--- config.mk ---
export PLATFORM = sky130hd
export DESIGN_NAME = multi_slot_soft_timer
export DESIGN_NICKNAME = d
export VERILOG_FILES = /design/src/design/mss_pkg.sv /design/src/design/mss_expiry_ram.sv /design/src/design/mss_scan_unit.sv /design/src/design/multi_slot_soft_timer.sv
export SDC_FILE = /design/constraint.sdc
export NUM_CORES = 2
export LEC_CHECK = 0
export BUFFER_PORTS_ARGS = -buffer_cell sky130_fd_sc_hd__buf_2
export CORE_MARGIN = 1
export CORE_UTILIZATION = 65
export CTS_CLUSTER_SIZE = 10
export DETAILED_ROUTE_END_ITERATION = 10
export PLACE_DENSITY = 0.82
export SYNTH_ARGS = -nofsm -noshare
export SYNTH_HDL_FRONTEND = slang
export SYNTH_SLANG_ARGS = --single-unit
--- constraint.sdc ---
create_clock -name aclk -period 10.7 [get_ports aclk]
set_clock_uncertainty 0.2 [all_clocks]
set_input_delay 0 -clock aclk [delete_from_list [all_inputs] [get_ports aclk]]
set_output_delay 0 -clock aclk [all_outputs]
set_load 0.02 [all_outputs]
--- src/design/mss_pkg.sv ---
// shared types and constants for the multi-slot soft timer
package mss_pkg;

    // default slot count and per-item result cap
    localparam int TIMER_SLOTS_DEF = 16;
    localparam int RES_CAP         = 17;
    localparam int RES_CNT_W       = $clog2(RES_CAP + 1);

    localparam logic [7:0]  MARGIN_RESET = 8'd2;
    localparam logic [31:0] REM_SAT      = 32'hFFFF_FFFF;

    // input beat kind
    typedef enum logic [1:0] {
        KIND_TICK   = 2'd0,
        KIND_START  = 2'd1,
        KIND_CANCEL = 2'd2,
        KIND_QUERY  = 2'd3
    } kind_t;

    // result beat kind
    typedef enum logic [2:0] {
        RK_STARTED   = 3'd0,
        RK_EXHAUSTED = 3'd1,
        RK_CANCELLED = 3'd2,
        RK_REJECTED  = 3'd3,
        RK_REMAINING = 3'd4,
        RK_EXPIRED   = 3'd5
    } res_kind_t;

    // sequencer states
    typedef enum logic [2:0] {
        ST_IDLE,
        ST_QREAD,
        ST_QSAT,
        ST_LIMIT,
        ST_SCAN,
        ST_DECIDE,
        ST_FLUSH
    } state_t;

    // control from sequencer to the compare unit
    typedef struct packed {
        logic clear;
        logic step;
        logic active;
    } scan_ctl_t;

endpackage

--- src/design/mss_expiry_ram.sv ---
// expiry time memory, one write port and one registered read port
module mss_expiry_ram #(
    parameter int DEPTH  = 16,
    parameter int ADDR_W = 4
) (
    input  logic              aclk,
    input  logic              we,
    input  logic [ADDR_W-1:0] waddr,
    input  logic [63:0]       wdata,
    input  logic              re,
    input  logic [ADDR_W-1:0] raddr,
    output logic [63:0]       rdata
);

    logic [63:0] mem [DEPTH];
    logic [63:0] rdata_reg;

    always_ff @(posedge aclk) begin
        if (we) begin
            mem[waddr] <= wdata;
        end
        if (re) begin
            rdata_reg <= mem[raddr];
        end
    end

    assign rdata = rdata_reg;

endmodule

--- src/design/mss_scan_unit.sv ---
// shared compare unit: tracks the earliest due slot over one pass
module mss_scan_unit #(
    parameter int TIMER_SLOTS = mss_pkg::TIMER_SLOTS_DEF
) (
    input  logic                aclk,
    input  logic                aresetn,
    input  mss_pkg::scan_ctl_t  scan_ctl,
    input  logic [((TIMER_SLOTS > 1) ? $clog2(TIMER_SLOTS) : 1)-1:0] step_slot,
    input  logic [63:0]         expiry,
    input  logic [63:0]         limit,
    output logic                found,
    output logic [((TIMER_SLOTS > 1) ? $clog2(TIMER_SLOTS) : 1)-1:0] best_slot
);
    import mss_pkg::*;

    localparam int SLOT_W = (TIMER_SLOTS > 1) ? $clog2(TIMER_SLOTS) : 1;

    logic              found_reg, found_next;
    logic [SLOT_W-1:0] best_slot_reg, best_slot_next;
    logic [63:0]       best_exp_reg, best_exp_next;
    logic              take;

    // strict compare keeps the lower slot on ties, slots come in ascending order
    assign take = scan_ctl.step && scan_ctl.active && (expiry <= limit) &&
                  (!found_reg || (expiry < best_exp_reg));

    always_comb begin
        found_next     = found_reg;
        best_slot_next = best_slot_reg;
        best_exp_next  = best_exp_reg;
        if (scan_ctl.clear) begin
            found_next = 1'b0;
        end else if (take) begin
            found_next     = 1'b1;
            best_slot_next = step_slot;
            best_exp_next  = expiry;
        end
    end

    always_ff @(posedge aclk) begin
        if (!aresetn) begin
            found_reg <= 1'b0;
        end else begin
            found_reg <= found_next;
        end
        best_slot_reg <= best_slot_next;
        best_exp_reg  <= best_exp_next;
    end

    assign found     = found_reg;
    assign best_slot = best_slot_reg;

endmodule

--- src/design/multi_slot_soft_timer.sv ---
// top level of the multi-slot one-shot soft timer
//
// Keeps a 64-bit microsecond time and TIMER_SLOTS one-shot timers. Input beats
// are tick (time + 1), start (claim lowest free slot), cancel and query.
// After a tick or a start every timer due within early_margin of the current
// time comes out as an expired beat, earliest first, ties to the lower slot,
// at most 17 result beats per input beat; m_tlast marks the final one and a
// tick with nothing due gives no beat. Expiry times live in a single-port-read
// memory and one compare unit walks it a slot a cycle. A cancel goes straight
// to the flush step, a query reads the memory and saturates the remaining
// time before it. A tick or a start sets the due limit, then makes one pass
// over the slots per expired timer plus a final pass that finds nothing
// (skipped once the cap is hit), and then a flush step whenever the item
// gives any beat. A full output register holds the decide and flush steps.
// s_tready is high only while the sequencer is idle; a finished beat may
// still wait in the output register while the next input is taken.
module multi_slot_soft_timer #(
    parameter int TIMER_SLOTS = mss_pkg::TIMER_SLOTS_DEF
) (
    input  logic        aclk,
    input  logic        aresetn,
    // config: early_margin
    input  logic        cfg_wr_en,
    input  logic [7:0]  cfg_wr_data,
    // input channel
    input  logic        s_tvalid,
    output logic        s_tready,
    input  logic [39:0] s_tdata,   // [31:0] run_len_us, [39:32] slot_sel
    input  logic [1:0]  s_tuser,   // [1:0] kind
    // result channel
    output logic        m_tvalid,
    input  logic        m_tready,
    output logic [39:0] m_tdata,   // [7:0] slot_id, [39:8] remaining_us
    output logic [2:0]  m_tuser,   // [2:0] result_kind
    output logic        m_tlast
);
    import mss_pkg::*;

    localparam int SLOT_W = (TIMER_SLOTS > 1) ? $clog2(TIMER_SLOTS) : 1;
    localparam int CNT_W  = $clog2(TIMER_SLOTS + 1);

    // sequencer and time state
    state_t                  state_reg, state_next;
    logic [63:0]             now_reg, now_next;
    logic [7:0]              margin_reg;
    logic [TIMER_SLOTS-1:0]  active_reg, active_next;
    logic [7:0]              id_reg, id_next;
    logic [CNT_W-1:0]        cnt_reg, cnt_next;
    logic [RES_CNT_W-1:0]    res_cnt_reg, res_cnt_next;
    logic [63:0]             limit_reg, limit_next;
    logic [63:0]             q_diff_reg, q_diff_next;
    logic                    q_live_reg, q_live_next;

    // pending result, held until we know whether it is the last one
    logic                    pend_valid_reg, pend_valid_next;
    res_kind_t               pend_kind_reg, pend_kind_next;
    logic [7:0]              pend_slot_reg, pend_slot_next;
    logic [31:0]             pend_rem_reg, pend_rem_next;

    // output register
    logic                    out_valid_reg, out_valid_next;
    res_kind_t               out_kind_reg, out_kind_next;
    logic [7:0]              out_slot_reg, out_slot_next;
    logic [31:0]             out_rem_reg, out_rem_next;
    logic                    out_last_reg, out_last_next;

    // input beat fields
    kind_t                   in_kind;
    logic [31:0]             in_dur;
    logic [7:0]              in_id;
    logic                    in_fire;
    logic                    out_free;

    // free slot search
    logic                    free_found;
    logic [SLOT_W-1:0]       free_slot;

    // memory and compare unit hookup
    logic                    ram_we, ram_re;
    logic [SLOT_W-1:0]       ram_waddr, ram_raddr;
    logic [63:0]             ram_wdata, ram_rdata;
    scan_ctl_t               scan_ctl;
    logic [SLOT_W-1:0]       scan_slot;
    logic                    scan_found;
    logic [SLOT_W-1:0]       scan_best;

    logic                    id_in_range;
    logic                    in_id_in_range;
    logic                    cap_hit;
    logic [64:0]             limit_sum;

    assign in_kind  = kind_t'(s_tuser);
    assign in_dur   = s_tdata[31:0];
    assign in_id    = s_tdata[39:32];
    assign in_fire  = s_tvalid && s_tready;
    assign out_free = !out_valid_reg || m_tready;

    assign id_in_range    = id_reg < 8'(TIMER_SLOTS);
    assign in_id_in_range = in_id < 8'(TIMER_SLOTS);
    assign cap_hit        = res_cnt_reg == RES_CNT_W'(RES_CAP - 1);

    // slot being compared this cycle lags the read address by one
    assign scan_slot = SLOT_W'(cnt_reg - CNT_W'(1));

    // saturating now + margin for the due test
    assign limit_sum = {1'b0, now_reg} + {57'd0, margin_reg};

    // lowest free slot
    always_comb begin
        free_found = 1'b0;
        free_slot  = '0;
        for (int i = TIMER_SLOTS - 1; i >= 0; i--) begin
            if (!active_reg[i]) begin
                free_found = 1'b1;
                free_slot  = SLOT_W'(i);
            end
        end
    end

    mss_expiry_ram #(
        .DEPTH  (TIMER_SLOTS),
        .ADDR_W (SLOT_W)
    ) u_ram (
        .aclk  (aclk),
        .we    (ram_we),
        .waddr (ram_waddr),
        .wdata (ram_wdata),
        .re    (ram_re),
        .raddr (ram_raddr),
        .rdata (ram_rdata)
    );

    mss_scan_unit #(
        .TIMER_SLOTS (TIMER_SLOTS)
    ) u_scan (
        .aclk      (aclk),
        .aresetn   (aresetn),
        .scan_ctl  (scan_ctl),
        .step_slot (scan_slot),
        .expiry    (ram_rdata),
        .limit     (limit_reg),
        .found     (scan_found),
        .best_slot (scan_best)
    );

    // next state
    always_comb begin
        state_next = state_reg;
        case (state_reg)
            ST_IDLE: begin
                if (s_tvalid) begin
                    case (in_kind)
                        KIND_TICK, KIND_START: state_next = ST_LIMIT;
                        KIND_CANCEL:           state_next = ST_FLUSH;
                        KIND_QUERY:            state_next = ST_QREAD;
                        default:               state_next = ST_IDLE;
                    endcase
                end
            end
            ST_QREAD: state_next = ST_QSAT;
            ST_QSAT:  state_next = ST_FLUSH;
            ST_LIMIT: state_next = ST_SCAN;
            ST_SCAN: begin
                if (cnt_reg == CNT_W'(TIMER_SLOTS)) begin
                    state_next = ST_DECIDE;
                end
            end
            ST_DECIDE: begin
                if (scan_found) begin
                    if (!pend_valid_reg || out_free) begin
                        state_next = cap_hit ? ST_FLUSH : ST_SCAN;
                    end
                end else begin
                    state_next = pend_valid_reg ? ST_FLUSH : ST_IDLE;
                end
            end
            ST_FLUSH: begin
                if (out_free) begin
                    state_next = ST_IDLE;
                end
            end
            default: state_next = ST_IDLE;
        endcase
    end

    // datapath and control
    always_comb begin
        s_tready        = 1'b0;
        now_next        = now_reg;
        active_next     = active_reg;
        id_next         = id_reg;
        cnt_next        = cnt_reg;
        res_cnt_next    = res_cnt_reg;
        limit_next      = limit_reg;
        q_diff_next     = q_diff_reg;
        q_live_next     = q_live_reg;
        pend_valid_next = pend_valid_reg;
        pend_kind_next  = pend_kind_reg;
        pend_slot_next  = pend_slot_reg;
        pend_rem_next   = pend_rem_reg;
        out_valid_next  = out_valid_reg && !m_tready;
        out_kind_next   = out_kind_reg;
        out_slot_next   = out_slot_reg;
        out_rem_next    = out_rem_reg;
        out_last_next   = out_last_reg;
        ram_we          = 1'b0;
        ram_waddr       = free_slot;
        ram_wdata       = now_reg + {32'd0, in_dur};
        ram_re          = 1'b0;
        ram_raddr       = scan_slot;
        scan_ctl        = '0;

        case (state_reg)
            ST_IDLE: begin
                s_tready = 1'b1;
                if (in_fire) begin
                    id_next = in_id;
                    case (in_kind)
                        KIND_TICK: begin
                            now_next        = now_reg + 64'd1;
                            res_cnt_next    = '0;
                            pend_valid_next = 1'b0;
                        end
                        KIND_START: begin
                            res_cnt_next    = RES_CNT_W'(1);
                            pend_valid_next = 1'b1;
                            if (free_found) begin
                                active_next[free_slot] = 1'b1;
                                ram_we         = 1'b1;
                                pend_kind_next = RK_STARTED;
                                pend_slot_next = 8'(free_slot);
                                pend_rem_next  = in_dur;
                            end else begin
                                pend_kind_next = RK_EXHAUSTED;
                                pend_slot_next = '0;
                                pend_rem_next  = '0;
                            end
                        end
                        KIND_CANCEL: begin
                            pend_valid_next = 1'b1;
                            pend_slot_next  = in_id;
                            pend_rem_next   = '0;
                            if (in_id_in_range) begin
                                active_next[SLOT_W'(in_id)] = 1'b0;
                                pend_kind_next = RK_CANCELLED;
                            end else begin
                                pend_kind_next = RK_REJECTED;
                            end
                        end
                        KIND_QUERY: begin
                            ram_re    = in_id_in_range;
                            ram_raddr = SLOT_W'(in_id);
                        end
                        default: begin
                            pend_valid_next = 1'b0;
                        end
                    endcase
                end
            end
            ST_QREAD: begin
                q_diff_next = ram_rdata - now_reg;
                q_live_next = (id_in_range ? active_reg[SLOT_W'(id_reg)] : 1'b0) &&
                              (ram_rdata > now_reg);
            end
            ST_QSAT: begin
                pend_valid_next = 1'b1;
                pend_kind_next  = RK_REMAINING;
                pend_slot_next  = id_reg;
                if (!q_live_reg) begin
                    pend_rem_next = '0;
                end else if (q_diff_reg[63:32] != 32'd0) begin
                    pend_rem_next = REM_SAT;
                end else begin
                    pend_rem_next = q_diff_reg[31:0];
                end
            end
            ST_LIMIT: begin
                limit_next     = limit_sum[64] ? '1 : limit_sum[63:0];
                scan_ctl.clear = 1'b1;
                cnt_next       = '0;
            end
            ST_SCAN: begin
                ram_re          = cnt_reg < CNT_W'(TIMER_SLOTS);
                ram_raddr       = SLOT_W'(cnt_reg);
                scan_ctl.step   = cnt_reg != '0;
                scan_ctl.active = active_reg[scan_slot];
                cnt_next        = cnt_reg + CNT_W'(1);
            end
            ST_DECIDE: begin
                if (scan_found && (!pend_valid_reg || out_free)) begin
                    if (pend_valid_reg) begin
                        out_valid_next = 1'b1;
                        out_kind_next  = pend_kind_reg;
                        out_slot_next  = pend_slot_reg;
                        out_rem_next   = pend_rem_reg;
                        out_last_next  = 1'b0;
                    end
                    active_next[scan_best] = 1'b0;
                    pend_valid_next = 1'b1;
                    pend_kind_next  = RK_EXPIRED;
                    pend_slot_next  = 8'(scan_best);
                    pend_rem_next   = '0;
                    res_cnt_next    = res_cnt_reg + RES_CNT_W'(1);
                    if (!cap_hit) begin
                        scan_ctl.clear = 1'b1;
                        cnt_next       = '0;
                    end
                end
            end
            ST_FLUSH: begin
                if (out_free) begin
                    out_valid_next  = 1'b1;
                    out_kind_next   = pend_kind_reg;
                    out_slot_next   = pend_slot_reg;
                    out_rem_next    = pend_rem_reg;
                    out_last_next   = 1'b1;
                    pend_valid_next = 1'b0;
                end
            end
            default: begin
                pend_valid_next = 1'b0;
            end
        endcase
    end

    always_ff @(posedge aclk) begin
        if (!aresetn) begin
            state_reg      <= ST_IDLE;
            now_reg        <= '0;
            margin_reg     <= MARGIN_RESET;
            active_reg     <= '0;
            res_cnt_reg    <= '0;
            pend_valid_reg <= 1'b0;
            out_valid_reg  <= 1'b0;
            cnt_reg        <= '0;
        end else begin
            state_reg      <= state_next;
            now_reg        <= now_next;
            if (cfg_wr_en) begin
                margin_reg <= cfg_wr_data;
            end
            active_reg     <= active_next;
            res_cnt_reg    <= res_cnt_next;
            pend_valid_reg <= pend_valid_next;
            out_valid_reg  <= out_valid_next;
            cnt_reg        <= cnt_next;
        end
        id_reg        <= id_next;
        limit_reg     <= limit_next;
        q_diff_reg    <= q_diff_next;
        q_live_reg    <= q_live_next;
        pend_kind_reg <= pend_kind_next;
        pend_slot_reg <= pend_slot_next;
        pend_rem_reg  <= pend_rem_next;
        out_kind_reg  <= out_kind_next;
        out_slot_reg  <= out_slot_next;
        out_rem_reg   <= out_rem_next;
        out_last_reg  <= out_last_next;
    end

    // result channel drive
    assign m_tvalid = out_valid_reg;
    assign m_tdata  = {out_rem_reg, out_slot_reg};
    assign m_tuser  = out_kind_reg;
    assign m_tlast  = out_last_reg;

    // no input is taken while a result of the previous one is still pending
    assert property (@(posedge aclk) disable iff (!aresetn)
        s_tready |-> !pend_valid_reg)
        else $error("input taken with a result still pending");

    // never more results per input beat than the cap
    assert property (@(posedge aclk) disable iff (!aresetn)
        res_cnt_reg <= RES_CNT_W'(RES_CAP))
        else $error("result count above cap");

    // a cancel always leaves exactly one result pending for the flush
    assert property (@(posedge aclk) disable iff (!aresetn)
        (in_fire && (s_tuser == KIND_CANCEL)) |=> (pend_valid_reg && (state_reg == ST_FLUSH)))
        else $error("cancel did not produce a pending result");

    // the slot walk never runs past the last slot
    assert property (@(posedge aclk) disable iff (!aresetn)
        (state_reg == ST_SCAN) |-> (cnt_reg <= CNT_W'(TIMER_SLOTS)))
        else $error("scan counter overran the slot count");

endmodule
**Yosys cells after proc, flatten, opt, wreduce, memory -nomap -nowiden**

Memories as Yosys holds them, arrays and structs flattened. A register that Yosys moved wholly into a read port is not among the register bits.
Index checks and enable logic that the tools add are counted.

- $add $sub $neg: 7
- $lt $le $gt $ge: 14
- Eq/ne operators: 24
- Multiplexer cells: 125
- Bitwise gates (word level): 8
- Reductions and logical operators: 39

Operators by type and width:

| kind | number |
|---|---|
| 32-bit 2-to-1 mux | 8 |
| 32-bit one-hot mux with 2 select lines | 2 |
| 32-bit one-hot mux with 3 select lines | 1 |
| 4-bit 2-to-1 mux | 19 |
| 64-bit by 8-bit adder with 65-bit output | 1 |
| 64-bit by 1-bit adder with 64-bit output, second input constant | 1 |
| 64-bit by 32-bit adder with 64-bit output | 1 |
| 64-bit > comparator | 1 |
| 64-bit <= comparator | 1 |
| 64-bit < comparator | 1 |
| 16-bit 2-to-1 mux | 4 |
| 16-bit one-hot mux with 2 select lines | 2 |
| 64-bit subtractor | 1 |
| 1-bit 2-to-1 mux | 44 |
| 8-bit 2-to-1 mux | 5 |
| 3-bit 2-to-1 mux | 11 |
| 16-bit bitwise AND | 2 |
| 16-bit NOT | 2 |
| 8-bit one-hot mux with 2 select lines | 2 |
| 32-bit nonzero test | 1 |
| 4-bit by 5-bit < comparator with 1-bit output, second input constant | 5 |
| 8-bit one-hot mux with 3 select lines | 1 |
| 3-bit one-hot mux with 7 select lines | 1 |
| 5-bit 2-to-1 mux | 4 |
| other kinds (42) | 96 |

- Register bits after elaboration: 396
- RAM bits: 1,024
- Input bits: 55
- Output and inout port bits: 46
- Memories: 1

Memories:

| name | depth | bits a word | rd ports | clocked after memory_dff | wr ports | RTL line | source |
|---|---|---|---|---|---|---|---|
| u_ram.mem | 16 | 64 | 1 | 1 | 1 | mss_expiry_ram.sv:15 | `logic [63:0] mem [DEPTH];` |

**Logic depth before layout (Yosys ltp)**

- Depth after elaboration: 25
- Mapped depth: 14
- Mapped depth without buffers: 12

**Cells and area by module**

Synthesis repeated with hierarchy kept, for this count alone.

- Cells, all modules: 4,503
- Area total of the unflattened synthesis: 66,650.2 sq um

By module, submodules not included:

| module | times used | cells each | area an instance (sq um) | seq. area each (sq um) |
|---|---|---|---|---|
| mss_expiry_ram | 1 | 1,647 | 40,222.3 | 32,671.3 |
| multi_slot_soft_timer | 1 | 2,329 | 21,107.7 | 8,788.4 |
| mss_scan_unit | 1 | 527 | 5,320.1 | 2,062.0 |

**Worst setup path after synthesis**

Ideal clock, no wire load.

- Path type: register to register
- From: register state_reg[2]
- To: register q_diff_reg[0], enable pin
- Arrival time: 5.170 ns
- Data required time: 9.932 ns
- Setup slack: 4.762 ns
- Stages on the path, launching flop included: 4
- Path buffers: 2
- Clock period less this slack: 5.938 ns
- Cells stage by stage: dfxtp_1 -> clkbuf_1 -> clkbuf_1 -> nor3_1

- Word-level cells in the longest chain between the ends: 1

RTL lines:

| what | RTL line | source |
|---|---|---|
| from (decl) | multi_slot_soft_timer.sv:43 | `state_t state_reg, state_next;` |
| from (signal assigned) | multi_slot_soft_timer.sv:337 | `state_reg <= state_next;` |
| 3-bit by 1-bit == test with 1-bit output | multi_slot_soft_timer.sv:213 | `case (state_reg)` |
| to (signal assigned) | multi_slot_soft_timer.sv:350 | `q_diff_reg <= q_diff_next;` |
| to (decl) | multi_slot_soft_timer.sv:51 | `logic [63:0] q_diff_reg, q_diff_next;` |

Every way passes these cells.
A chain may end at the register's enable or synchronous reset.

**Worst setup path after layout**

- From: register state_reg[2]
- To: register u_ram.rdata_reg[50] (netlist: u_ram.rdata[50]), read port of u_ram.mem, data pin

- Word-level cells in the longest chain between the ends: 5
- Elaborated cells on any way between the ends: 8
- Those cells by class: eq/ne (1); mux (5); reduce/logical (2)

RTL lines:

| what | RTL line | source |
|---|---|---|
| 3-bit zero test | multi_slot_soft_timer.sv:213 |  |
| 1-bit 2-to-1 mux | multi_slot_soft_timer.sv:213 |  |
| 1-bit logical AND | multi_slot_soft_timer.sv:95 | `assign in_fire = s_tvalid && s_tready;` |
| 4-bit 2-to-1 mux / 1-bit 2-to-1 mux (equally long branches) | multi_slot_soft_timer.sv:216 | `if (in_fire) begin` |
| 4-bit one-hot mux with 2 select lines / 1-bit one-hot mux with 2 select lines (equally long branches) | multi_slot_soft_timer.sv:213 |  |
| to (decl) | mss_expiry_ram.sv:16 | `logic [63:0] rdata_reg;` |

Several ways; a longest one is shown, not always the timed one.

==> flow_results.xml <==
<?xml version="1.0" encoding="UTF-8"?>
<metrics>
  <group name="pwr">
    <metric name="vdd_drop_max" unit="mV">0.367</metric>
    <metric name="net-switching-power" unit="mW">7.18</metric>
    <metric name="p_seq_share" unit="%">38.6</metric>
    <metric name="switching_share" unit="%">37.0</metric>
    <metric name="p_clk_share" unit="%">26.1</metric>
    <metric name="p_per_area" unit="nW/um2">255</metric>
    <metric name="cellLeakagePower" unit="nW">26.0</metric>
    <metric name="cell_internal_pwr" unit="mW">12.2</metric>
    <metric name="combinationalPowerShare" unit="%">35.3</metric>
  </group>
  <group name="worst_setup_path">
    <metric name="r2r_start" unit="">state_reg[2]$_SDFFE_PN0P_</metric>
    <metric name="critical_path.slowest_cell" unit="">buf_4</metric>
    <metric name="critical-path-max-stage-delay" unit="ns">0.69</metric>
    <metric name="critical_path_end" unit="">u_ram.rdata[50]$_DFFE_PP_</metric>
    <metric name="endpoint_required_time_on_the_critical_path" unit="ns">10.99</metric>
    <metric name="worstPathBufferInverterCount" unit="">3</metric>
    <metric name="ff2ff_setup_slack" unit="ns">5.17</metric>
    <metric name="worstPathMaxFanout" unit="">225</metric>
    <metric name="end_kind" unit="">flop</metric>
    <metric name="critPathMostFrequentCell" unit="">a211oi_1</metric>
    <metric name="regToRegEndpoint" unit="">u_ram.rdata[50]$_DFFE_PP_</metric>
    <metric name="critPathLaunchType" unit="">flop</metric>
    <metric name="r2r_cells" unit="">11</metric>
    <metric name="critical_path_depth" unit="">11</metric>
    <metric name="worst_path_dominant_cell_family" unit="">compound AO/OA/AOI/OAI gates</metric>
    <metric name="worstSetupStartpoint" unit="">state_reg[2]$_SDFFE_PN0P_</metric>
    <metric name="worstSetupPathType" unit="">flop to flop</metric>
    <metric name="cp_cell_sequence" unit="">or3_4 -&gt; inv_4 -&gt; and2_4 -&gt; nand2_2 -&gt; o221ai_4 -&gt; buf_4 -&gt; buf_12 -&gt; a211oi_1 -&gt; a311oi_1 -&gt; a211oi_1 -&gt; a21oi_1</metric>
    <metric name="worst-endpoint-arrival" unit="ns">5.82</metric>
  </group>
  <group name="logic_synthesis">
    <metric name="synthesis.yosys.warnings" unit="">0</metric>
    <metric name="synth-simple-area-share" unit="%">12.1</metric>
    <metric name="register_bit_count_reported_by_yosys" unit="">1484</metric>
    <metric name="synth_adder_area_share" unit="%">4.53</metric>
    <metric name="yosysTopAreaCell" unit="">edfxtp_1</metric>
    <metric name="synth_top_area_share" unit="%">60.5</metric>
    <metric name="xor_and_xnor_fraction_of_the_mapped_netlist_area" unit="%">2.64</metric>
    <metric name="compound_gate_fraction_of_synth_area" unit="%">13.3</metric>
    <metric name="synth_top_family_by_area" unit="">compound AO/OA/AOI/OAI gates</metric>
    <metric name="synth-async-reset-ratio" unit="%">0</metric>
    <metric name="avgSynthCellArea" unit="um2">12.2</metric>
    <metric name="postSynthCellCount" unit="">5631</metric>
    <metric name="synth_seq_area_share" unit="%">63.6</metric>
    <metric name="mappedNetlistNets" unit="">5932</metric>
    <metric name="synth_enable_flop_cells" unit="">1380</metric>
    <metric name="post_synth_instance_area" unit="um2">68500</metric>
    <metric name="netlist-cell-type-count" unit="">99</metric>
    <metric name="dominantRegCellSynth" unit="">edfxtp_1</metric>
    <metric name="post_synth_main_area_contributors" unit="">edfxtp_1, ha_1, nand2_1, a211oi_1, dfxtp_1</metric>
    <metric name="synthMuxAreaShare" unit="%">0.477</metric>
  </group>
  <group name="sta">
    <metric name="period_share" unit="%">51.7</metric>
    <metric name="max_freq" unit="MHz">181</metric>
    <metric name="worst_case_headroom_to_the_max_slew_limit" unit="%">2.42</metric>
    <metric name="timing.final.hold_violations" unit="">0</metric>
    <metric name="setup_tns_final" unit="ns">0</metric>
    <metric name="grt_setup_unrepaired" unit="">no</metric>
    <metric name="timing_max_transition_violations_final" unit="">0</metric>
    <metric name="final.min_clock_period" unit="ns">5.53</metric>
    <metric name="final-setup-viol-count" unit="">0</metric>
    <metric name="tightest_slew" unit="ns">1.45</metric>
  </group>
  <group name="routing">
    <metric name="top_layer" unit="">met4</metric>
    <metric name="viasPerCell" unit="">6.73</metric>
    <metric name="detailroute.via_count" unit="">48800</metric>
    <metric name="wirelength_met1" unit="mm">69.5</metric>
    <metric name="route.antenna.remaining_nets" unit="">0</metric>
    <metric name="wl_met3" unit="mm">23.9</metric>
    <metric name="pre_repair_dr_iteration_count" unit="">10</metric>
    <metric name="post-route-drc-count" unit="">0</metric>
    <metric name="detailed_route_wl" unit="mm">188</metric>
    <metric name="detail_route.iter0.violations" unit="">7253</metric>
    <metric name="met2RoutedLength" unit="mm">86.4</metric>
    <metric name="drt-wirelength-per-cell" unit="um">25.9</metric>
  </group>
  <group name="die">
    <metric name="fp-row-count" unit="">118</metric>
    <metric name="fp.dieArea" unit="um2">107000</metric>
    <metric name="fp.dieH" unit="um">327</metric>
    <metric name="start_util" unit="%">65.9</metric>
    <metric name="ioPinCount" unit="">101</metric>
    <metric name="core_area" unit="um2">104000</metric>
    <metric name="die_x" unit="um">327</metric>
  </group>
  <group name="clock_tree">
    <metric name="post_cts_resize_count" unit="">0</metric>
    <metric name="clk_path_buf_depth" unit="">3</metric>
    <metric name="worst_setup_hold_path_clk_slew" unit="ns">0.05</metric>
    <metric name="clk_latency" unit="ns">0.78</metric>
    <metric name="h_tree_depth_reported_by_cts" unit="">4</metric>
    <metric name="cts_tree" unit="">yes</metric>
    <metric name="ctsRootBufferMaster" unit="">clkbuf_16</metric>
    <metric name="clock_sinks" unit="">1484</metric>
    <metric name="cts_inserted_buffers" unit="">168</metric>
    <metric name="post-cts-setup-buffer-count" unit="">0</metric>
  </group>
  <group name="outcome">
    <metric name="status" unit="">finished, final reports clean</metric>
  </group>
  <group name="placement">
    <metric name="gp_congestion" unit="">1.03</metric>
    <metric name="port-buffer-count" unit="">100</metric>
    <metric name="detailed_place.area" unit="um2">70300</metric>
    <metric name="hpwlAfterDp" unit="mm">110</metric>
  </group>
  <group name="run">
    <metric name="cap_viol_max_count" unit="">0</metric>
  </group>
  <group name="global_route">
    <metric name="first_pass_grt_wire_length" unit="mm">281</metric>
    <metric name="total_routing_resource_utilization_after_global_routing" unit="%">35.0</metric>
    <metric name="grt-ovfl-total" unit="">0</metric>
    <metric name="grt_start_max_net_pins" unit="">232</metric>
    <metric name="grt_antenna_before_repair" unit="">3</metric>
    <metric name="number_of_global_route_vias_before_repair" unit="">47300</metric>
  </group>
  <group name="cells_and_area">
    <metric name="finalInstanceArea" unit="um2">76200</metric>
    <metric name="syn2layout_area_growth" unit="%">11.3</metric>
    <metric name="layout_commonest_cell" unit="">edfxtp_1</metric>
    <metric name="largest_reg_flops" unit="">1024</metric>
    <metric name="regMostFlops" unit="">u_ram.mem</metric>
    <metric name="layout-drive-gt1-share" unit="%">7.81</metric>
    <metric name="finish.net_count" unit="">6075</metric>
    <metric name="most_used_cells_in_the_layout_excluding_fill_and_tap_cells" unit="">edfxtp_1, nand2_1, a211oi_1</metric>
  </group>
  <group name="min_path">
    <metric name="holdCritPathClass" unit="">primary input to flop</metric>
    <metric name="hold_path.startpoint" unit="">s_tdata[21]</metric>
  </group>
</metrics>
[power by group through the flow]
| stage | clock network (mW) | registers (mW) | logic (mW) |
|---|---|---|---|
| 4_1_cts | 5.09 | 7.45 | 6.72 |
| 3_3_place_gp | 0 | 7.55 | 6.35 |
| 2_1_floorplan | 0 | 7.38 | 4.96 |
| 3_5_place_dp | 0 | 7.56 | 6.59 |
| 6_report | 5.07 | 7.48 | 6.85 |
| 5_1_grt | 5.33 | 7.49 | 7.44 |
[area by class of cell]
cell class	count	area (um2)
Multi-Input combinational cell	3574	23000
Clock buffer	247	4530
Timing Repair Buffer	293	2310
Clock inverter	13	149
Inverter	253	952
Sequential cell	1484	43500
Fill cell	6464	27700
Antenna cell	6	15.0
Tap cell	1380	1730
[synthesized netlist by cell type, drive strengths merged, types with 18 or more instances]
cell type  instances
nor2b             24
a21oi            301
nand2            774
nor4              34
a211oi           337
dfxtp            104
a21o              88
o21ai            189
nand4             81
edfxtp          1380
o211ai            28
buf               76
nand2b            22
a31oi            151
xnor2            162
inv              251
nor2             265
o21a              18
clkbuf           243
o21bai            25
xor2              44
or3               52
ha               243
a311oi           130
and2             278
nand3            107
nor3              49
[per-layer routing]
metal | up-vias | track usage [%]
li1 | 21300 | -
met1 | 23600 | 47.0
met2 | 3341 | 54.4
met3 | 571 | 8.34
met4 | 0 | 16.0
met5 | - | 0
[timing repair]
item | 4_1_cts | 5_1_grt
hold buffers | 116 | 0
endpoints found under the setup margin | 0 | 0
hold endpoints to repair | 441 | 0
[per-stage QoR]
step / setup WS [ns] / utilization, % / hold WS (ns) / power (mW) / instances
final: 5.17 / 73.3 / 0.0689 / 19.4 / 7250
after global routing: 4.93 / 73.3 / 0.0566 / 20.3 / 7246
after CTS: 5.35 / 73.3 / 0.00805 / 19.3 / 7244
after detailed placement: 5.41 / 67.6 / 0.0158 / 14.2 / 6868
after global placement: 5.58 / 67.6 / 0.0183 / 13.9 / 6868
after floorplan: 4.76 / - / -0.101 / 12.3 / 5631
[cell families (layout without fill, tap and decap cells)]
family | count (synthesis) | after routing
DFF | 1484 | 1484
muxes | 20 | 20
other | 0 | 6
xor gates and xnor gates | 206 | 206
adders and majority gates | 246 | 246
and+or+nand+nor | 1742 | 1742
buffers and inverters | 573 | 806
AOI/OAI and AO/OA | 1360 | 1360
[worst register-to-register path: cells and delay by family (launching register included)]
| kind | cells | cell delay, ns |
|---|---|---|
| AND/OR/NAND/NOR | 3 | 0.95 |
| buffers and inverters | 3 | 1.50 |
| flip-flops | 1 | 0.57 |
| AO/OA/AOI/OAI | 5 | 2.03 |
[how the worst min path moves through the flow]
stage	to	slack (ns)	cells past startpoint
global route	pend_rem_reg[21]$_DFFE_PP_	0.06	4
global placement	id_reg[7]$_DFFE_PP_	0.02	1
floorplan	id_reg[0]$_DFFE_PP_	-0.10	0
detailed placement	id_reg[7]$_DFFE_PP_	0.02	1
CTS	pend_rem_reg[12]$_DFFE_PP_	0.008	4
finish	pend_rem_reg[21]$_DFFE_PP_	0.07	4
(Power assumes the default switching activity.)
